===== src/hw/rtl/cubemap_to_equirect_map_macros.svh =====
// ----------------------------------------------------------------------------
// Cube map to equirectangular mapper: assertion macros
// Concurrent check helpers; empty when NO_ASSERTIONS is set.
// ----------------------------------------------------------------------------
`ifndef CUBEMAP_TO_EQUIRECT_MAP_MACROS_SVH
`define CUBEMAP_TO_EQUIRECT_MAP_MACROS_SVH
`ifndef NO_ASSERTIONS
`define C2E_ASSERT_IMPL(lbl, clk, rst, ante, cons) \
  lbl: assert property (@(posedge clk) disable iff (rst) (ante) |-> (cons)) \
    else $error("c2e assertion failed");
`define C2E_ASSERT_NEXT(lbl, clk, rst, ante, cons) \
  lbl: assert property (@(posedge clk) disable iff (rst) (ante) |=> (cons)) \
    else $error("c2e assertion failed");
`else
`define C2E_ASSERT_IMPL(lbl, clk, rst, ante, cons)
`define C2E_ASSERT_NEXT(lbl, clk, rst, ante, cons)
`endif
`endif


===== src/hw/rtl/c2e_pkg.sv =====
`timescale 1ns / 1ps
// ----------------------------------------------------------------------------
// c2e_pkg
// Shared types, constants and tables of the cube map to equirectangular mapper.
// ----------------------------------------------------------------------------
package c2e_pkg;

  localparam int FRAC_BITS_DEF = 6;

  localparam int PW_W     = 14;
  localparam int PH_W     = 13;
  localparam int COL_W    = 15;
  localparam int ROW_W    = 13;
  localparam int MAPX_W   = 20;
  localparam int MAPY_W   = 19;
  localparam int W_W      = 12;   // face edge, at most 3687
  localparam int XY_W     = 13;   // signed doubled face coordinates
  localparam int CFG_IDX_W = 2;

  localparam logic [29:0] KW = 30'd966707283;

  localparam int SQ_IN_W  = 25;   // X*X + P*P
  localparam int SQ_SHIFT = 32;
  localparam int SQ_STEPS = 29;   // result bits of the root
  localparam int SQ_REM_W = 31;

  localparam int CW           = 34;
  localparam int CORDIC_STEPS = 30;
  localparam int SCALE_SH     = 16;

  localparam logic signed [CW-1:0] ANG_HALF_PI = 34'sd1073741824;
  localparam logic signed [CW-1:0] ANG_PI      = 34'sd2147483648;
  localparam logic signed [CW-1:0] ANG_3HALF_PI = 34'sd3221225472;

  localparam logic [MAPX_W-1:0] MAPX_MAX = 20'hFFFFF;
  localparam logic [MAPY_W-1:0] MAPY_MAX = 19'h7FFFF;

  localparam int QUEUE_DEPTH = 2;
  localparam int QPTR_W = (QUEUE_DEPTH > 1) ? $clog2(QUEUE_DEPTH) : 1;
  localparam int QCNT_W = $clog2(QUEUE_DEPTH + 1);

  localparam logic [29:0] ATAN_TAB [CORDIC_STEPS] = '{
    30'd536870912, 30'd316933406, 30'd167458907, 30'd85004756, 30'd42667331,
    30'd21354465, 30'd10679838, 30'd5340245, 30'd2670163, 30'd1335087,
    30'd667544, 30'd333772, 30'd166886, 30'd83443, 30'd41722, 30'd20861,
    30'd10430, 30'd5215, 30'd2608, 30'd1304, 30'd652, 30'd326, 30'd163,
    30'd81, 30'd41, 30'd20, 30'd10, 30'd5, 30'd3, 30'd1
  };

  localparam logic [CFG_IDX_W-1:0] REG_EQ_WIDTH     = 2'd0;
  localparam logic [CFG_IDX_W-1:0] REG_EQ_HEIGHT    = 2'd1;
  localparam logic [CFG_IDX_W-1:0] REG_LAYOUT_STRIP = 2'd2;

  typedef enum logic [2:0] {
    FACE_LEFT, FACE_MID, FACE_RIGHT, FACE_BACK, FACE_TOP, FACE_BOTTOM
  } face_t;

  typedef struct packed {
    logic                   outside;
    face_t                  face;
    logic signed [XY_W-1:0] fx;
    logic signed [XY_W-1:0] fy;
    logic [W_W-1:0]         w;
  } item_t;

  typedef struct packed {
    logic  outside;
    face_t face;
    logic  x_neg;
    logic  center;
  } tag_t;

  typedef struct packed {
    tag_t                   tag;
    logic signed [CW-1:0]   c1x;
    logic signed [CW-1:0]   c1y;
    logic [W_W-1:0]         w;
    logic signed [XY_W-1:0] fy;
  } sq_sb_t;

endpackage


===== src/hw/rtl/c2e_queue.sv =====
`timescale 1ns / 1ps
`include "cubemap_to_equirect_map_macros.svh"
// ----------------------------------------------------------------------------
// c2e_queue
// Short request queue between the classifier and the math pipeline.
// ----------------------------------------------------------------------------
module c2e_queue (
  input  logic           clk,
  input  logic           rst,
  input  logic           push,
  input  c2e_pkg::item_t din,
  input  logic           pop,
  output c2e_pkg::item_t dout,
  output logic           full,
  output logic           empty
);

  c2e_pkg::item_t                mem [c2e_pkg::QUEUE_DEPTH];
  logic [c2e_pkg::QPTR_W-1:0]    wr_ptr;
  logic [c2e_pkg::QPTR_W-1:0]    rd_ptr;
  logic [c2e_pkg::QCNT_W-1:0]    count;

  assign full  = count == c2e_pkg::QCNT_W'(c2e_pkg::QUEUE_DEPTH);
  assign empty = count == '0;
  assign dout  = mem[rd_ptr];

  always_ff @(posedge clk) begin
    if (push) mem[wr_ptr] <= din;
  end

  always_ff @(posedge clk) begin
    if (rst) begin
      wr_ptr <= '0;
      rd_ptr <= '0;
      count  <= '0;
    end else begin
      if (push) begin
        wr_ptr <= (wr_ptr == c2e_pkg::QPTR_W'(c2e_pkg::QUEUE_DEPTH - 1)) ? '0 : wr_ptr + 1'b1;
      end
      if (pop) begin
        rd_ptr <= (rd_ptr == c2e_pkg::QPTR_W'(c2e_pkg::QUEUE_DEPTH - 1)) ? '0 : rd_ptr + 1'b1;
      end
      if (push && !pop) count <= count + 1'b1;
      else if (pop && !push) count <= count - 1'b1;
    end
  end

  `C2E_ASSERT_IMPL(a_no_push_full, clk, rst, push, !full)
  `C2E_ASSERT_IMPL(a_no_pop_empty, clk, rst, pop, !empty)
  `C2E_ASSERT_NEXT(a_push_fills, clk, rst, push && !pop, !empty)

endmodule


===== config.mk =====
export PLATFORM = sky130hd
export DESIGN_NAME = c2e_queue
export DESIGN_NICKNAME = d
export VERILOG_FILES = /design/src/hw/rtl/c2e_pkg.sv /design/src/hw/rtl/c2e_queue.sv
export VERILOG_INCLUDE_DIRS = /design/src /design/src/hw/rtl
export SDC_FILE = /design/constraint.sdc
export NUM_CORES = 1
export LEC_CHECK = 0
export BUFFER_PORTS_ARGS = -buffer_cell sky130_fd_sc_hd__buf_2
export CAP_MARGIN = 30
export CORE_ASPECT_RATIO = 1.25
export CORE_MARGIN = 2
export CORE_UTILIZATION = 51
export DETAILED_ROUTE_END_ITERATION = 7
export GPL_ROUTABILITY_DRIVEN = 1
export PLACE_DENSITY_LB_ADDON = 0.05
export SETUP_SLACK_MARGIN = 0.5
export SLEW_MARGIN = 20
export SYNTH_ARGS = -nofsm -noshare
export SYNTH_HDL_FRONTEND = slang
export SYNTH_SLANG_ARGS = --single-unit

===== constraint.sdc =====
create_clock -name clk -period 4.8 [get_ports clk]
set_clock_uncertainty 0.15 [all_clocks]
set_input_delay 1.44 -clock clk [delete_from_list [all_inputs] [get_ports clk]]
set_output_delay 1.44 -clock clk [all_outputs]
set_load 0.005 [all_outputs]

After elaboration in Yosys (flattened, before gate mapping)
Memory sizes are Yosys's and may differ from the RTL's. A register that Yosys moved wholly into a read port is not among the register bits.
Index checks and enable logic that the tools add are counted.
Operators by class
  reductions and logical operators: 6
  multiplexer cells: 8
  $add $sub $neg: 4
  multiply operators: 0
  divide/modulo/power cells: 0
  equal/unequal tests: 1
  shifts and indexed selects: 0
  bitwise logic cells: 0
  order comparisons: 0
Operators by type and width (count)
  1-bit 2-to-1 mux: 6
  2-bit 2-to-1 mux: 2
  1-bit adder, second input constant: 2
  2-bit by 1-bit adder with 2-bit output, second input constant: 1
  2-bit equality test, second input constant: 1
  1-bit logical AND: 2
  1-bit zero test: 2
  2-bit zero test: 1
  2-bit nonzero test: 1
  2-bit by 1-bit subtractor with 2-bit output, second input constant: 1
Storage, ports and cells
  input bits: 46
  latch bits: 0
  logic and storage cells: 23
  ROM bits: 0
  register bits after elaboration: 4
  memory bits (writable): 84
  memories kept: 1
  output and inout port bits: 44
Memory list
  mem: depth 2, width 42, rd ports 1, clocked after Yosys merged registers in 1, write ports 1, RTL line c2e_queue.sv:18  | c2e_pkg::item_t mem [c2e_pkg::QUEUE_DEPTH];

Longest topological paths before layout
Gate-level depths: netlist of the first run.
  word-level depth: 4
  mapped depth: 5
  mapped depth without buffers: 5

Least setup slack after synthesis of the first run
No wires, ideal clock.
  path kind: input -> register
  from: in push
  to: mem mem[0][0] (netlist name), enable pin
  path buffers: 0
  required time: 4204 ps
  path slack: 889 ps
  library setup time: 446 ps
  arrival time: 3315 ps
  stages on the path: 1
  cell sequence: nor2b_1
On the way
  longest elaborated chain between the ends: 2
RTL lines
  start: declaration: RTL line c2e_queue.sv:10  | input logic push,
  1-bit 2-to-1 mux: RTL line c2e_queue.sv:28  | if (push) mem[wr_ptr] <= din;
  1-bit 2-to-1 mux (not written as such): RTL line c2e_queue.sv:28
  end: declaration: RTL line c2e_queue.sv:18
Every way passes these cells.

==> reports/qor.yml, run 1 <==
arrival_ns: 1.71
cts.sinks: 89
fin_hold_ws_ns: 0.366
hold_path_startpoint: "count[1]"
drv_slew: 0
synth.top_cell.area_share: 0.779
fin_nets: 298
synth.avg_cell_area_um2: 21.2
gp_congestion: 0.699
reg2reg_to: "mem[0][23]"
die_w_um: 75.3
reg2reg_setup_slack_ns: 2.95
p_leak_nw: 1.51
crit_path_max_fanout: 25
min_to: "count[1]"
final_cell_count_no_fill: 339
fmax_mhz: 303
synthCells: 153
ctsHtreeMaxLevel: 3
switchingPower_mw: 0.321
r2r_start: "wr_ptr"
numPortBuffers: 89
finalCritPeriodShare: 0.688
yosysWarningCount: 0
vias: 1651
firstDrtPassIters: 4
drtIter0Drc: 76
slew_headroom: 0.485
rsz0062_at_grt: "false"
cts_buffer_depth: 2
final_common_cell: "buf_2"
diodes: 0
clk_pin_slew_ns: 0.07
seq_area_frac_synth: 0.810
die_area_um2: 7010
synth-seq-cells: 89
cts_tree: "built"
syn-num-nets: 200
cp-end-kind: "primary output"
netlist_area_um2: 3240
pwr-share-comb: 0.104
yosys.area.top_type: "edfxtp_1"
synthToLayoutAreaGrowth_pct: 23.9
drc: 0
grt_usage: 0.151
status: "finished, final reports clean"
clock_latency_ns: 0.34
grt_pass1_wl_um: 7510
p_clk_frac: 0.322
hold_viol: 0
start_util: 0.525
dieHeight_um: 93.1
cts_setup_buffers: 0
worstSetupStartpointType: "flop"
ctsResizeCount: 0
grt_pass1_vias: 1652
min_path_type: "flop to flop"
final_cell_mix: "89 x buf_2, 84 x edfxtp_1, 42 x mux2_2"
worstPathRequired_ns: 3.21
holdBufCountCts: 0
io-pin-count: 90
fillCellCount: 483
internal_power_mw: 1.28
rows: 32
ir_drop_uv: 249
cts_root_buf: "clkbuf_8"
ys_types: 16
final_util: 0.651
avgViaCountPerCell: 4.87
dp_cells: 325
layout-drive-gt1-share: 0.591
hpwl_um: 3240
core_um2: 6170
drtAntennaViolNets: 0
cts_buffers: 9
reg2regPathDepth: 2
wirelength_um: 5060
grt_overflow: 0
worst_hold_path.num_cells: 2
synth_area_leaders: "edfxtp_1 78%, mux2_2 15%, dfxtp_1 3.1%"
drv_cap: 0
switching_share: 0.200
crit_type: "flop to primary output"
tns_ns: 0
period_minus_slack_ns: 3.30
wl_per_cell_um: 14.9
grt_max_degree: 26
antenna_found_initial: 0
cellPowerDensity_nw_per_um2: 400
worstMarginPinSlew_ns: 0.771
setup_viol: 0
power_frac_seq: 0.574
kinds of logic after synthesis:
| family | after synthesis | synth area share |
|---|---|---|
| buffers and inverters | 6 | 0.0120 |
| DFF | 89 | 0.810 |
| muxes | 42 | 0.146 |
| AOI/OAI and AO/OA | 2 | 0.00309 |
| xor gates and xnor gates | 4 | 0.0108 |
| and+or+nand+nor | 9 | 0.0143 |
| adders and majority gates | 1 | 0.00386 |
cell type report:
type                            instances  area [µm²]  area share
Clock inverter                          3        67.6      0.0168
Tap cell                               85         106      0.0265
Sequential cell                        89        2620       0.654
Multi-Input combinational cell         58         586       0.146
Timing Repair Buffer                   92         493       0.123
Clock buffer                           11         131      0.0328
Inverter                                1        3.75    0.000936
synth_stat cells:
cell type	instances
a21oi_1	1
and2_1	1
and2b_2	1
buf_2	1
buf_4	4
dfxtp_1	5
edfxtp_1	84
ha_1	1
inv_1	1
mux2_2	42
nor2_1	5
nor2b_1	1
o21ai_0	1
or3_1	1
xnor2_1	2
xor2_1	2
sequential cells by signal (all words and copies together), names as in the netlist, named ones only:
name    cells
rd_ptr      1
wr_ptr      1
count       2
mem        84
per-stage QoR:
stage	setup slack, ns	instance area, µm²	total power, mW
after floorplan	0.889	3240	1.03
after global placement	1.60	3770	1.10
after detailed placement	1.67	3810	1.11
after CTS	1.44	4010	1.62
after global routing	1.40	4010	1.67
final	1.50	4010	1.60
worst max-delay path by stage:
| stage | from | depth (start not counted) | end | slack, ns |
|---|---|---|---|---|
| 2_1_floorplan | push | 1 | mem[0][0] | 0.89 |
| 3_3_place_gp | flop | 2 | dout[30] | 1.60 |
| 3_5_place_dp | push | 3 | mem[0][40] | 1.67 |
| 4_1_cts | flop | 3 | dout[30] | 1.44 |
| 5_1_grt | flop | 3 | dout[30] | 1.40 |
| 6_report | flop | 3 | dout[41] | 1.50 |
worst max-delay path: stages, from the launching register on:
cell and delay [ns]:
dfxtp_2 0.62, buf_12 0.25, mux2_2 0.36, buf_2 0.13
per-layer routing:
metal	vias up	global-route usage	part of all wire
li1	791	-	-
met1	791	0.175	0.41
met2	58	0.243	0.50
met3	11	0.0442	0.072
met4	0	0.0892	0.021
met5	-	0	0
power by group through the flow:
stage | Clock [mW] | Combinational, mW | Sequential [mW]
floorplan | 0 | 0.0946 | 0.931
global placement | 0 | 0.154 | 0.947
detailed placement | 0 | 0.169 | 0.940
CTS | 0.532 | 0.170 | 0.922
global route | 0.556 | 0.185 | 0.927
finish | 0.516 | 0.166 | 0.921
No activity file was read; power rests on OpenSTA's default activity.
==> inputs of run 2 (changes only) <==
==> constraint.sdc (replaced) <==
create_clock -name clk -period 3.06 [get_ports clk]
set_clock_uncertainty 0.15 [all_clocks]
set_input_delay 0.918 -clock clk [delete_from_list [all_inputs] [get_ports clk]]
set_output_delay 0.918 -clock clk [all_outputs]
set_load 0.005 [all_outputs]
==> run 2 against run 1 <==
Compared with the run above:
- clock power increased by 56%
- hold slack gained 0.0011 ns
- register-to-register slack worse by 1.5 ns
- via count up 1.5%
- global-route usage up 0.25 points
- combinational power increased by 67%
- total power rose by 57%
- critical path depth is the same
- largest power group unchanged
==> reports/qor.yml, run 2 (synthesized netlist as in run 1, its figures left out) <==
cts_tree: "built"
core_um2: 6170  # unchanged
clk_pin_slew_ns: 0.07  # about the same
die_area_um2: 7010  # unchanged
grt_pass1_vias: 1754  # +6.2%
hpwl_um: 3510  # +8.3%
critPathTopFamily: "flip-flops"
antenna_found_initial: 0  # unchanged
drv_cap: 0  # unchanged
worstSetupStartpointType: "flop"
start_util: 0.525  # unchanged
crit_path_max_fanout: 25  # unchanged
grt_usage: 0.153  # +0.00253
tns_ns: 0  # unchanged
drtIter0Drc: 36  # -53%
reg2reg_setup_slack_ns: 1.44  # -1.51 ns
cellPowerDensity_nw_per_um2: 624  # +56%
cts_root_buf: "clkbuf_8"
avgViaCountPerCell: 4.90  # +0.56%
cts.sinks: 89  # unchanged
wirelength_um: 5130  # +1.3%
finalInstanceArea_um2: 4040  # +0.78%
gp_congestion: 0.749  # +7.2%
cp_slowest_cell: "dfxtp_4"
grt_overflow: 0  # unchanged
cts_buffers: 9  # unchanged
crit_buf_inv: 2  # unchanged
largest_register: "mem"
placed_cell_area_um2: 3820  # +0.33%
critPathMaxStageDelay_ns: 0.37  # -0.25 ns
arrival_ns: 1.39  # -0.32 ns
cts_buffer_depth: 2  # unchanged
p_leak_nw: 1.53  # +1.3%
fin_nets: 300  # +0.67%
worstPathRequired_ns: 1.99  # -1.22 ns
min_path_type: "flop to flop"
cp-end-kind: "primary output"
r2r_start: "wr_ptr"
largest_register_ffs: 84  # unchanged
synthToLayoutAreaGrowth_pct: 24.8
worstMarginPinSlew_ns: 0.579  # -0.192 ns
fmax_mhz: 407
drv_slew: 0  # unchanged
grt_max_degree: 26  # unchanged
layout-drive-gt1-share: 0.591  # +0.000889
die_w_um: 75.3  # unchanged
status: "finished, final reports clean"
finalCritPeriodShare: 0.804
worstSetupEndpoint: "dout[13]"
io-pin-count: 90  # unchanged
reg2regPathDepth: 2  # unchanged
cp.depth: 3  # unchanged
rows: 32  # unchanged
crit_type: "flop to primary output"
drc: 0  # unchanged
period_minus_slack_ns: 2.46
dieHeight_um: 93.1  # unchanged
vias: 1675  # +1.5%
top_regs: "mem x84, count x2"
ctsHtreeMaxLevel: 3  # unchanged
reg2reg_to: "mem[1][15]"
wl_per_cell_um: 15.0  # +0.42%
diodes: 0  # unchanged
clock_latency_ns: 0.33  # about the same
final_common_cell: "buf_2"
rsz0062_at_grt: "false"
drtAntennaViolNets: 0  # unchanged
grt_pass1_wl_um: 7760  # +3.3%
setup_viol: 0  # unchanged
hold_viol: 0  # unchanged
slew_headroom: 0.613  # +0.128
path_cells: "buf_12 -> mux2_2 -> buf_2"
ir_drop_uv: 461  # +85%
numPortBuffers: 89  # unchanged
final_cell_mix: "89 x buf_2, 84 x edfxtp_1, 42 x mux2_2"
firstDrtPassIters: 4  # unchanged
run 2: layer usage:
layer | global-route usage | share of wire
met5 | 0 | 0
met4 | 0.0848 | 0.023
met3 | 0.0377 | 0.065
met2 | 0.261 | 0.53
met1 | 0.172 | 0.38
run 2: report_power, final:
group | internal, mW | switching [mW]
registers | 1.42 | 0.0219
logic | 0.150 | 0.127
clock network | 0.452 | 0.353
run 2: per-stage QoR:
step	instances	total power, mW	hold slack [ns]	setup slack [ns]	util
2_1_floorplan	153	1.61	0.311	0.572	-
3_3_place_gp	325	1.73	0.326	0.662	0.620
3_5_place_dp	325	1.74	0.350	0.637	0.620
4_1_cts	342	2.55	0.371	0.573	0.656
5_1_grt	342	2.63	0.388	0.541	0.656
6_report	342	2.52	0.367	0.600	0.656
run 2: worst min-delay path: cells and delay by family, from the launching register on:
kind,cells,cell delay [ns]
xor gates and xnor gates,1,0.08
DFF,1,0.33
and+or+nand+nor,1,0.07
run 2: how the worst min path moves through the flow:
| stage | startpoint | endpoint | slack, ns | cells past startpoint |
|---|---|---|---|---|
| CTS | rd_ptr | flop | 0.37 | 2 |
| detailed placement | rd_ptr | flop | 0.35 | 2 |
| global placement | count[1] | count[1] | 0.33 | 2 |
| global route | rd_ptr | flop | 0.39 | 2 |
| finish | rd_ptr | flop | 0.37 | 2 |
| floorplan | count[1] | count[1] | 0.31 | 2 |
run 2: area by class of cell:
class / instances / area, µm²
multi-input cells: 58 / 586
inverters: 1 / 3.75
fillers: 458 / 2120
flip-flops and latches: 89 / 2630
repair buffers: 94 / 520
clock inverters: 4 / 68.8
well taps: 85 / 106
clock buffers: 11 / 131
run 2: what timing repair did:
| item | CTS | global route |
|---|---|---|
| endpoints found under the setup margin | 32 | 0 |
| buffers inserted | 2 | 0 |
| gates resized for setup | 1 | 0 |
| hold buffers | 0 | 0 |
