==> config.mk <==
export PLATFORM = sky130hd
export DESIGN_NAME = c2e_front
export DESIGN_NICKNAME = d
export VERILOG_FILES = /design/src/hw/rtl/cubemap_to_equirect_map_macros.svh /design/src/hw/rtl/c2e_pkg.sv /design/src/hw/rtl/c2e_front.sv
export SDC_FILE = /design/constraint.sdc
export NUM_CORES = 1
export LEC_CHECK = 0
export ABC_AREA = 1
export BUFFER_PORTS_ARGS = -buffer_cell sky130_fd_sc_hd__buf_2
export CELL_PAD_IN_SITES_DETAIL_PLACEMENT = 1
export CELL_PAD_IN_SITES_GLOBAL_PLACEMENT = 1
export CORE_MARGIN = 3
export CORE_UTILIZATION = 45
export CTS_CLUSTER_SIZE = 14
export DETAILED_ROUTE_END_ITERATION = 8
export PLACE_DENSITY = 0.9
export RECOVER_POWER = 50
export SKIP_CTS_REPAIR_TIMING = 1
export SYNTH_ARGS = -nofsm -noshare
export SYNTH_HDL_FRONTEND = slang
export SYNTH_SLANG_ARGS = --single-unit
==> constraint.sdc <==
create_clock -name clk -period 8.06 [get_ports clk]
set_input_delay 1.209 -clock clk [delete_from_list [all_inputs] [get_ports clk]]
set_output_delay 1.209 -clock clk [all_outputs]
set_load 0.1 [all_outputs]
==> src/hw/rtl/cubemap_to_equirect_map_macros.svh <==
// ----------------------------------------------------------------------------
// Cube map to equirectangular mapper: assertion macros
// Concurrent check helpers; empty when NO_ASSERTIONS is set.
// ----------------------------------------------------------------------------
`ifndef CUBEMAP_TO_EQUIRECT_MAP_MACROS_SVH
`define CUBEMAP_TO_EQUIRECT_MAP_MACROS_SVH
`ifndef NO_ASSERTIONS
`define C2E_ASSERT_IMPL(lbl, clk, rst, ante, cons) \
  lbl: assert property (@(posedge clk) disable iff (rst) (ante) |-> (cons)) \
    else $error("c2e assertion failed");
`define C2E_ASSERT_NEXT(lbl, clk, rst, ante, cons) \
  lbl: assert property (@(posedge clk) disable iff (rst) (ante) |=> (cons)) \
    else $error("c2e assertion failed");
`else
`define C2E_ASSERT_IMPL(lbl, clk, rst, ante, cons)
`define C2E_ASSERT_NEXT(lbl, clk, rst, ante, cons)
`endif
`endif

==> src/hw/rtl/c2e_pkg.sv <==
`timescale 1ns / 1ps
// ----------------------------------------------------------------------------
// c2e_pkg
// Shared types, constants and tables of the cube map to equirectangular mapper.
// ----------------------------------------------------------------------------
package c2e_pkg;

  localparam int FRAC_BITS_DEF = 6;

  localparam int PW_W     = 14;
  localparam int PH_W     = 13;
  localparam int COL_W    = 15;
  localparam int ROW_W    = 13;
  localparam int MAPX_W   = 20;
  localparam int MAPY_W   = 19;
  localparam int W_W      = 12;   // face edge, at most 3687
  localparam int XY_W     = 13;   // signed doubled face coordinates
  localparam int CFG_IDX_W = 2;

  localparam logic [29:0] KW = 30'd966707283;

  localparam int SQ_IN_W  = 25;   // X*X + P*P
  localparam int SQ_SHIFT = 32;
  localparam int SQ_STEPS = 29;   // result bits of the root
  localparam int SQ_REM_W = 31;

  localparam int CW           = 34;
  localparam int CORDIC_STEPS = 30;
  localparam int SCALE_SH     = 16;

  localparam logic signed [CW-1:0] ANG_HALF_PI = 34'sd1073741824;
  localparam logic signed [CW-1:0] ANG_PI      = 34'sd2147483648;
  localparam logic signed [CW-1:0] ANG_3HALF_PI = 34'sd3221225472;

  localparam logic [MAPX_W-1:0] MAPX_MAX = 20'hFFFFF;
  localparam logic [MAPY_W-1:0] MAPY_MAX = 19'h7FFFF;

  localparam int QUEUE_DEPTH = 2;
  localparam int QPTR_W = (QUEUE_DEPTH > 1) ? $clog2(QUEUE_DEPTH) : 1;
  localparam int QCNT_W = $clog2(QUEUE_DEPTH + 1);

  localparam logic [29:0] ATAN_TAB [CORDIC_STEPS] = '{
    30'd536870912, 30'd316933406, 30'd167458907, 30'd85004756, 30'd42667331,
    30'd21354465, 30'd10679838, 30'd5340245, 30'd2670163, 30'd1335087,
    30'd667544, 30'd333772, 30'd166886, 30'd83443, 30'd41722, 30'd20861,
    30'd10430, 30'd5215, 30'd2608, 30'd1304, 30'd652, 30'd326, 30'd163,
    30'd81, 30'd41, 30'd20, 30'd10, 30'd5, 30'd3, 30'd1
  };

  localparam logic [CFG_IDX_W-1:0] REG_EQ_WIDTH     = 2'd0;
  localparam logic [CFG_IDX_W-1:0] REG_EQ_HEIGHT    = 2'd1;
  localparam logic [CFG_IDX_W-1:0] REG_LAYOUT_STRIP = 2'd2;

  typedef enum logic [2:0] {
    FACE_LEFT, FACE_MID, FACE_RIGHT, FACE_BACK, FACE_TOP, FACE_BOTTOM
  } face_t;

  typedef struct packed {
    logic                   outside;
    face_t                  face;
    logic signed [XY_W-1:0] fx;
    logic signed [XY_W-1:0] fy;
    logic [W_W-1:0]         w;
  } item_t;

  typedef struct packed {
    logic  outside;
    face_t face;
    logic  x_neg;
    logic  center;
  } tag_t;

  typedef struct packed {
    tag_t                   tag;
    logic signed [CW-1:0]   c1x;
    logic signed [CW-1:0]   c1y;
    logic [W_W-1:0]         w;
    logic signed [XY_W-1:0] fy;
  } sq_sb_t;

endpackage

==> src/hw/rtl/c2e_front.sv <==
`timescale 1ns / 1ps
// ----------------------------------------------------------------------------
// c2e_front
// Takes pixel requests, finds the face and the doubled face coordinates.
// ----------------------------------------------------------------------------
module c2e_front (
  input  logic                          clk,
  input  logic                          rst,
  input  logic                          start,
  input  logic [c2e_pkg::COL_W-1:0]     col,
  input  logic [c2e_pkg::ROW_W-1:0]     row,
  input  logic [c2e_pkg::PW_W-1:0]      eq_width,
  input  logic                          layout_strip,
  input  logic                          full,
  output logic                          busy,
  output logic                          push,
  output c2e_pkg::item_t                item
);

  logic                          advance;
  logic [43:0]                   wprod;
  logic                          s1_valid;
  logic [c2e_pkg::COL_W-1:0]     s1_col;
  logic [c2e_pkg::ROW_W-1:0]     s1_row;
  logic [c2e_pkg::W_W-1:0]       s1_w;
  logic                          s1_strip;
  logic                          s2_valid;
  c2e_pkg::item_t                s2_item;
  c2e_pkg::item_t                item_next;
  logic [15:0] w16, w2, w3, cols, rows, c16, r16, bx, by, u, v;
  logic        hi, fj, fi1, fi2;
  logic signed [14:0] xs, ys;

  assign advance = !full;
  assign busy    = full;
  assign wprod   = eq_width * c2e_pkg::KW;

  always_ff @(posedge clk) begin
    if (rst) begin
      s1_valid <= 1'b0;
      s2_valid <= 1'b0;
    end else if (advance) begin
      s1_valid <= start;
      s2_valid <= s1_valid;
    end
  end

  always_ff @(posedge clk) begin
    if (advance) begin
      s1_col   <= col;
      s1_row   <= row;
      s1_w     <= wprod[32 +: c2e_pkg::W_W];
      s1_strip <= layout_strip;
      s2_item  <= item_next;
    end
  end

  always_comb begin
    w16  = 16'(s1_w);
    w2   = w16 << 1;
    w3   = w16 + w2;
    cols = s1_strip ? (w3 << 1) : w3;
    rows = s1_strip ? w16 : w2;
    c16  = 16'(s1_col);
    r16  = 16'(s1_row);
    hi   = c16 >= w3;
    bx   = hi ? c16 - w3 : c16;
    by   = hi ? r16 + w16 : r16;
    fj   = by >= w16;
    v    = fj ? by - w16 : by;
    fi2  = bx >= w2;
    fi1  = bx >= w16;
    u    = fi2 ? bx - w2 : (fi1 ? bx - w16 : bx);
    xs   = $signed({1'b0, u[12:0], 1'b0}) - $signed(15'(s1_w));
    ys   = $signed(15'(s1_w)) - $signed({1'b0, v[12:0], 1'b0});
    item_next.outside = (s1_w == '0) || (c16 >= cols) || (r16 >= rows);
    item_next.fx = xs[c2e_pkg::XY_W-1:0];
    item_next.fy = ys[c2e_pkg::XY_W-1:0];
    item_next.w  = s1_w;
    priority if (!fj && !fi1) item_next.face = c2e_pkg::FACE_LEFT;
    else if (!fj && !fi2)     item_next.face = c2e_pkg::FACE_MID;
    else if (!fj)             item_next.face = c2e_pkg::FACE_RIGHT;
    else if (!fi1)            item_next.face = c2e_pkg::FACE_BACK;
    else if (!fi2)            item_next.face = c2e_pkg::FACE_TOP;
    else                      item_next.face = c2e_pkg::FACE_BOTTOM;
  end

  assign push = s2_valid && advance;
  assign item = s2_item;

endmodule

# --- After elaboration in Yosys (flattened, before gate mapping) ---
# Index checks and enable logic that the tools add are counted.
# Widths: inputs -> output; s select.
totals:
  inputBits: 47
  word_cells: 53
  register_bits: 85
  out_inout_bits: 44
op_classes:
  n_mul: 1
  n_mux: 11
  reduce_logical: 12
  bitwise: 2
  addsub: 8
  magnitude_cmp: 6
op_table:
  columns: ["operator", "n"]
  rows:
  - ["$mul 14x30->44 const B", 1]
  - ["$mux 12", 3]
  - ["$sub 12x12->12", 3]
  - ["$ge 16x12->1", 1]
  - ["$ge 16x13->1", 1]
  - ["$mux 16", 1]
  - ["$sub 15x14->16", 1]
  - ["$ge 15x14->1", 1]
  - ["$ge 15x15->1", 1]
  - ["$mux 15", 1]
  - ["$add 12x13->14", 1]
  - ["$add 13x12->14", 1]
  - ["$ge 14x12->1", 1]
  - ["$mux 14", 1]
  - ["$ge 13x13->1", 1]
  - ["$mux 13", 1]
  - ["$sub 12x13->13", 1]
  - ["$sub 13x12->13", 1]
  - ["$logic_not 12->1", 1]
  - ["$logic_not 1->1", 4]
  - ["$mux 2", 2]
  - ["$reduce_or 4->1", 1]
  - ["$logic_and 1x1->1", 3]
  - ["$logic_or 1x1->1", 2]
  - ["other kinds (3)", 5]

# --- Logic depth before layout (Yosys ltp) ---
# Gate-level depths: netlist (run 1).
depth:
  word_depth: 8
  depth_mapped: 50
  mapped_depth_nobuf: 47

# --- Worst setup path before layout (run 1) ---
# Ideal clock, no wire load.
synth_timing:
  path_kind: "reg2reg"
  from: "register s1_w[1] (netlist name)"
  to: "register s2_item, in the netlist item[22], data pin"
  n_path_buf: 3
  stages_incl_launch_ff: 48
  required_time_ns: 7.795
  synth_period_minus_slack_ns: 7.050
  t_arrival_ns: 6.785
  slack_ns: 1.010
  cell_sequence: "edfxtp_1 > inv_1 > fa_1 > o21ai_0 > a21oi_1 > o21bai_1 > nand2_1 > nand2_1 > nand2_1 > nand2_1 > nand2_1 > nand2_1 > xor2_1 > ha_1 > nand2_1 > inv_1 > nand2_1 > nand2_1 > [... 12 more ...] > nand2_1 > nand3b_1 > nand2_1 > nand3_1 > nor2_4 > inv_2 > buf_2 > nand2_1 > o21ai_1 > ha_1 > a21oi_1 > nand2_1 > a21o_1 > a21oi_1 > o21ai_0 > a21oi_1 > o21ai_0 > xor2_1"
synth_lines:
  columns: ["item", "line_no", "rtl"]
  rows:
  - ["start: declaration", "c2e_front.sv:25", "logic [c2e_pkg::W_W-1:0] s1_w;"]
  - ["start signal: assignment", "c2e_front.sv:52", "s1_w <= wprod[32 +: c2e_pkg::W_W];"]
  - ["end signal: assignment", "c2e_front.sv:54", "s2_item <= item_next;"]
  - ["end: declaration", "c2e_front.sv:28", "c2e_pkg::item_t s2_item;"]

==> flow_summary.toml, run 1 <==
[routing]
drc = 0
wirelength_um = 50000
via_per_inst = 5.50
wl_per_cell_um = 20.4
ant_nets = 0
drt-pass1-iter-count = 4
vias = 13500
drt_iter0_drc = 525

[final_layout]
syn_to_final_growth_pct = 9.23
layout-drive-gt1-share_pct = 8.33
nets = 2477
diodes = 0

[clock_network]
cts_tree = "built"
clockBufferDepth = 2
cts_made_buffers = 9
cts_sinks = 83
clock_latency_ns = 0.36
cts_max_level = 3
clkTransAtPathRegs_ns = 0.07
cts_root_buf = "clkbuf_16"

[floorplan]
dieArea_mm2 = 0.0365
initial_utilization_pct = 45.8
num_rows = 67
boundaryPins = 91
core_area_mm2 = 0.0336
dieHeight_um = 191
die_x_um = 191

[logic_synthesis]
synthTopCellsByCount = "inv_1 (342), nand2_1 (334), ha_1 (297), fa_1 (134), a21oi_1 (132)"
yosysMostFrequentCell = "inv_1"
syn-num-nets = 2364
synth_top_area_cell = "ha_1"
syn_area_mm2 = 0.0154
synth-seq-cells = 83
ys_types = 53
synth_area_leaders = "ha_1 (24%), fa_1 (17%), edfxtp_1 (16%)"
synth_warnings = 0
dominantRegCellSynth = "edfxtp_1"
netlist.area_leader.share_pct = 24.1
synth_seq_area_share_pct = 16.0
synth_edf_count = 81
synthCells = 1886
async_reset_ff_share_pct = 0
avgSynthCellArea_um2 = 8.17

[worst_setup_path]
crit_top_cell = "nand2_1"
critPathLaunchType = "register"
cp-end-kind = "register"
crit_slowest_cell = "fa_1"
path_class = "register to register"
path_max_fanout = 29
crit_arrival_ns = 7.56
max_stage_delay_ns = 0.48
required_ns = 8.17

[placed_design]
gp_congestion = 0.940
place_ws_ns = 0.0138
io_buffers = 90
hpwlAfterDp_um = 43600

[sta]
relSlewSlack_pct = 54.5
setup_tns_ns = 0
fmax_mhz = 134
skew_ns = 0.00980
layout_setup_ws_ns = 0.613
hold_viol = 0
final.period_utilization_pct = 92.4
setup_viol = 0
worst_slew_pin_slew_ns = 0.682
period_needed_ns = 7.45
worst_hold_slack_ns = 0.463
slew_violations = 0

[worst_hold_path]
min_path_type = "register to register"

[job]
maxCapViolations = 0

[global_route]
grt_pass1_wl_um = 78600
grt_usage_pct = 27.6
grt_overflow = 0
grt_antenna_before_repair = 0
grt_pass1_vias = 15200
grt_max_degree = 43

[status]
outcome = "finished, final reports clean"
## critical path: cells and delay by family, from the launching register on
family,cells,cell delay [ns]
compound gates,10,1.64
xor+xnor,1,0.08
fa+ha+maj,5,1.91
buf+inv,6,0.62
flops,1,0.47
simple gates,20,2.45
## cell families (layout without fill, tap and decap cells)
group / after synthesis / after routing / share of synthesized area (%)
flops: 83 / 83 / 16.0
xor+xnor: 89 / 89 / 5.06
buf+inv: 364 / 482 / 9.18
simple gates: 583 / 583 / 16.1
fa+ha+maj: 431 / 431 / 41.5
compound gates: 336 / 336 / 12.1
## area by class of cell
cell class | instances | area (um2)
multi-input cells | 1439 | 11500
repair buffers | 120 | 646
fillers | 4130 | 16800
clock inverters | 7 | 66.3
inverters | 346 | 1320
clock buffers | 9 | 225
well taps | 448 | 561
flip-flops and latches | 83 | 2470
## placed cells by master, fill, tap and decap left out, types with 3 or more instances in the layout
master,instances
a211oi_1,4
a21boi_0,4
a21o_1,11
a21oi_1,132
a31oi_1,18
and2_1,3
buf_2,90
buf_4,20
clkbuf_1,9
clkbuf_16,9
clkinvlp_4,3
edfxtp_1,81
fa_1,134
ha_1,296
inv_1,340
inv_6,5
nand2_1,334
nand2_2,7
nand3_1,60
nand3b_1,7
nand4_1,22
nor2_1,110
nor2_2,3
nor3_1,18
nor4_1,5
o211ai_1,3
o21a_1,4
o21ai_0,103
o21ai_1,28
o21ai_2,7
o21bai_1,6
o31ai_1,3
or2_2,6
xnor2_1,29
xor2_1,59
## through the flow
step	area, um2	cells	util [%]
final	16800	2452	50.1
after global routing	16800	2452	50.1
after CTS	16800	2447	49.9
after detailed placement	16500	2431	49.1
after global placement	16500	2431	49.1
after floorplan	15400	1886	-
## worst paths after layout
path,startpoint,endpoint,slack (ns),cells past startpoint
max,s1_w[1]$_DFFE_PN_,item[35]$_DFFE_PN_,0.61,42
max reg2reg,s1_w[1]$_DFFE_PN_,item[35]$_DFFE_PN_,0.61,42
min,s1_w[3]$_DFFE_PN_,item[3]$_DFFE_PN_,0.46,0
min reg2reg,s1_w[3]$_DFFE_PN_,item[3]$_DFFE_PN_,0.46,0
## layer usage
| layer | track usage (%) | vias to the layer above | wire length, um |
|---|---|---|---|
| met5 | 0 | - | 0 |
| met2 | 53.0 | 313 | 26400 |
| met1 | 29.1 | 6553 | 19000 |
| met4 | 15.6 | 0 | 3020 |
| li1 | - | 6457 | - |
| met3 | 3.21 | 171 | 1540 |
## flip-flops by register name, summed over array words and instances, names as in the netlist
register and count:
s1_w 12, s1_row 13, item 40, s1_col 15, s2_valid 1, s1_valid 1
s1_strip 1
Power of run 1 is left out: the tool's default activity adds up to more than one toggle a clock period on the data nets, which glitch-free logic cannot reach.
==> inputs of run 2 (changes only) <==
--- a/config.mk
+++ b/config.mk
@@ -9,7 +9,6 @@
 export BUFFER_PORTS_ARGS = -buffer_cell sky130_fd_sc_hd__buf_2
 export CELL_PAD_IN_SITES_DETAIL_PLACEMENT = 1
 export CELL_PAD_IN_SITES_GLOBAL_PLACEMENT = 1
-export CORE_MARGIN = 3
 export CORE_UTILIZATION = 45
 export CTS_CLUSTER_SIZE = 14
 export DETAILED_ROUTE_END_ITERATION = 8
@@ -19,3 +18,4 @@
 export SYNTH_ARGS = -nofsm -noshare
 export SYNTH_HDL_FRONTEND = slang
 export SYNTH_SLANG_ARGS = --single-unit
+export TNS_END_PERCENT = 10
==> flow_summary.toml, run 2 (synthesis gave the netlist of run 1 again) <==
[worst_setup_path]
critPathLaunchType = "register"
crit_slowest_cell = "fa_1"
crit_top_cell = "nand2_1"
crit_arrival_ns = 7.75
path_class = "register to register"
max_stage_delay_ns = 0.47
path_max_fanout = 24
cp-end-kind = "register"
required_ns = 8.17

[clock_network]
cts_tree = "built"
clkTransAtPathRegs_ns = 0.08
cts_made_buffers = 9
clockBufferDepth = 2
clock_latency_ns = 0.37
cts_root_buf = "clkbuf_16"
cts_max_level = 3
cts_sinks = 83

[global_route]
grt_max_degree = 56
grt_pass1_wl_um = 80500
grt_antenna_before_repair = 0
grt_usage_pct = 29.4
grt_overflow = 0
grt_pass1_vias = 15300

[final_layout]
n_fill_cell = 4156
diodes = 0
multiInputGateArea_mm2 = 0.0115
nets = 2472
final_util_pct = 49.9
final_common_cell = "inv_1"
seq_area_mm2 = 0.00247
layout-drive-gt1-share_pct = 6.50
layout_common_cells = "inv_1 (339), nand2_1 (334), ha_1 (297)"
syn_to_final_growth_pct = 8.97
largest_reg_flops = 40

[floorplan]
die_x_um = 187
num_rows = 67
initial_utilization_pct = 45.8
dieHeight_um = 187
dieArea_mm2 = 0.0350
boundaryPins = 91
core_area_mm2 = 0.0336

[sta]
final.period_utilization_pct = 94.8
layout_setup_ws_ns = 0.420
slew_violations = 0
setup_viol = 0
relSlewSlack_pct = 18.2
period_needed_ns = 7.64
fmax_mhz = 131
hold_viol = 0
skew_ns = 0.0221
worst_slew_pin_slew_ns = 1.22

[placed_design]
hpwlAfterDp_um = 43300
gp_congestion = 0.938
io_buffers = 90
place_ws_ns = 0.348

[routing]
wirelength_um = 50900
ant_nets = 0
vias = 13700
drt-pass1-iter-count = 4
wl_per_cell_um = 20.8
drt_iter0_drc = 541
via_per_inst = 5.59
drc = 0

[status]
outcome = "finished, final reports clean"

[worst_hold_path]
min_path_type = "register to register"

[job]
maxCapViolations = 0
==> run 2: changes by cell type in the layout (fill, tap and decap cells not counted), moves of 2 or more <==
cell / change
inv_6: -2
inv_2: +3
clkinvlp_4: -2
a21oi_1: -3
bufinv_16: +2
o21ai_0: +3
a21oi_2: +3
buf_2: -36
buf_4: -4
clkbuf_1: +35
o21ai_1: -2
==> run 2: path summary, 6_finish.rpt <==
check,to,cells after the start,from,slack [ns]
worst max-delay path,item[34]$_DFFE_PN_,42,s1_w[5]$_DFFE_PN_,0.42
worst min-delay path,s2_valid$_SDFFE_PP0N_,2,s2_valid$_SDFFE_PP0N_,0.51
worst max register to register,item[34]$_DFFE_PN_,42,s1_w[5]$_DFFE_PN_,0.42
worst min register to register,s2_valid$_SDFFE_PP0N_,2,s2_valid$_SDFFE_PP0N_,0.51
==> run 2: critical path: cells and delay by family, from the launching register on <==
family                     cells  cell delay, ns
AOI/OAI and AO/OA             13            2.25
xor gates and xnor gates       2            0.31
adders and majority gates      5            1.75
buffers and inverters          4            0.77
DFF                            1            0.35
and+or+nand+nor               18            1.89
==> run 2: cell type report <==
cell class / instances / area share [%]
multi-input combinational: 1439 / 68.8
clock buffer: 9 / 1.34
timing repair buffer: 115 / 3.38
tap: 448 / 3.34
inverter: 346 / 7.79
sequential: 83 / 14.7
clock inverter: 7 / 0.626
==> run 2: routing by layer <==
metal / track usage [%] / up-vias / wire [um]
li1: - / 6446 / -
met1: 31.5 / 6748 / 19800
met2: 56.1 / 335 / 26700
met3: 2.95 / 161 / 1350
met4: 16.5 / 0 / 2950
met5: 0 / - / 0
==> run 2: through the flow <==
stage / TNS (ns) / instance area (um2) / std cells / hold slack, ns
floorplan: 0 / 15400 / 1886 / 0.434
global placement: 0 / 16500 / 2431 / 0.448
detailed placement: 0 / 16500 / 2431 / 0.477
CTS: 0 / 16800 / 2447 / 0.516
global route: -0.0141 / 16800 / 2447 / 0.545
finish: 0 / 16800 / 2447 / 0.513
Power of run 2 is left out for the same reason.
==> inputs of run 3 (changes only) <==
--- a/config.mk
+++ b/config.mk
@@ -13,7 +13,6 @@
 export CTS_CLUSTER_SIZE = 14
 export DETAILED_ROUTE_END_ITERATION = 8
 export PLACE_DENSITY = 0.9
-export RECOVER_POWER = 50
 export SKIP_CTS_REPAIR_TIMING = 1
 export SYNTH_ARGS = -nofsm -noshare
 export SYNTH_HDL_FRONTEND = slang
==> flow_summary.toml, run 3 (synthesis gave the netlist of run 1 again) <==
[status]
outcome = "finished, final reports clean"

[placed_design]
hpwlAfterDp_um = 43300
gp_congestion = 0.938
placed_area_mm2 = 0.0165
io_buffers = 90

[final_layout]
diodes = 0
nets = 2472
layout_common_cells = "inv_1 (339), nand2_1 (334), ha_1 (297)"
layout-drive-gt1-share_pct = 8.70
syn_to_final_growth_pct = 9.45
n_fill_cell = 4134
postLayoutCellArea_mm2 = 0.0169
largest_reg_flops = 40
final_common_cell = "inv_1"

[routing]
vias = 13700
wl_per_cell_um = 20.8
drc = 0
drt-pass1-iter-count = 5
wirelength_um = 50900
drt_iter0_drc = 549
ant_nets = 0
via_per_inst = 5.61

[floorplan]
dieArea_mm2 = 0.0350
num_rows = 67
dieHeight_um = 187
boundaryPins = 91
core_area_mm2 = 0.0336
die_x_um = 187
initial_utilization_pct = 45.8

[global_route]
grt_overflow = 0
grt_max_degree = 56
grt_pass1_wl_um = 80500
grt_antenna_before_repair = 0
grt_pass1_vias = 15300
grt_usage_pct = 29.4

[worst_setup_path]
crit_arrival_ns = 7.68
crit_family = "compound AO/OA/AOI/OAI gates"
required_ns = 8.17
critPathLaunchType = "register"
path_class = "register to register"
critPathBufInv = 4
max_stage_delay_ns = 0.47
crit_top_cell = "nand2_1"
cp-end-kind = "register"
crit_slowest_cell = "fa_1"
path_max_fanout = 24

[clock_network]
cts_max_level = 3
cts_made_buffers = 9
cts_sinks = 83
clock_latency_ns = 0.38
cts_root_buf = "clkbuf_16"
clkTransAtPathRegs_ns = 0.08
cts_tree = "built"
clockBufferDepth = 2

[sta]
final.period_utilization_pct = 93.9
slew_violations = 0
setup_viol = 0
hold_viol = 0
relSlewSlack_pct = 47.9
setup_tns_ns = 0
period_needed_ns = 7.57
skew_ns = 0.0223
worst_slew_pin_slew_ns = 0.782
fmax_mhz = 132

[job]
maxCapViolations = 0

[worst_hold_path]
min_path_type = "register to register"
[run 3: tightest hold or removal path, delay by kind of cell (launching register included)]
kind / cells / cell delay (ns)
AO/OA/AOI/OAI: 1 / 0.08
buffers and inverters: 1 / 0.08
flip-flops: 1 / 0.30
[run 3: metrics by stage]
step           std cells  hold slack, ns  setup slack (ns)  utilization, %
3_3_place_gp        2431           0.448             0.693            49.1
5_1_grt             2447           0.545           -0.0154            50.2
4_1_cts             2447           0.516            0.0778            50.1
2_1_floorplan       1886           0.434              1.01               -
3_5_place_dp        2431           0.477             0.348            49.1
6_report            2447           0.512             0.492            50.2
[run 3: metal layers]
layer | track usage (%) | share of wire, % | up-vias
met3 | 2.95 | 2.7 | 154
met5 | 0 | 0 | -
met4 | 16.5 | 5.7 | 0
li1 | - | - | 6451
met1 | 31.5 | 39 | 6794
met2 | 56.1 | 53 | 331
[run 3: worst paths after layout]
kind / cells past startpoint / slack, ns / to / from
min reg2reg: 2 / 0.51 / s2_valid$_SDFFE_PP0N_ / s2_valid$_SDFFE_PP0N_
min: 2 / 0.51 / s2_valid$_SDFFE_PP0N_ / s2_valid$_SDFFE_PP0N_
max: 42 / 0.49 / item[34]$_DFFE_PN_ / s1_w[4]$_DFFE_PN_
max reg2reg: 42 / 0.49 / item[34]$_DFFE_PN_ / s1_w[4]$_DFFE_PN_
[run 3: area by class of cell]
| cell class | instances | area, um2 | share of cell area (%) |
|---|---|---|---|
| Timing Repair Buffer | 115 | 642 | 3.81 |
| Tap cell | 448 | 561 | 3.32 |
| Clock inverter | 7 | 105 | 0.623 |
| Multi-Input combinational cell | 1439 | 11500 | 68.5 |
| Inverter | 346 | 1310 | 7.75 |
| Clock buffer | 9 | 225 | 1.34 |
| Sequential cell | 83 | 2470 | 14.7 |
Power of run 3 is left out for the same reason.
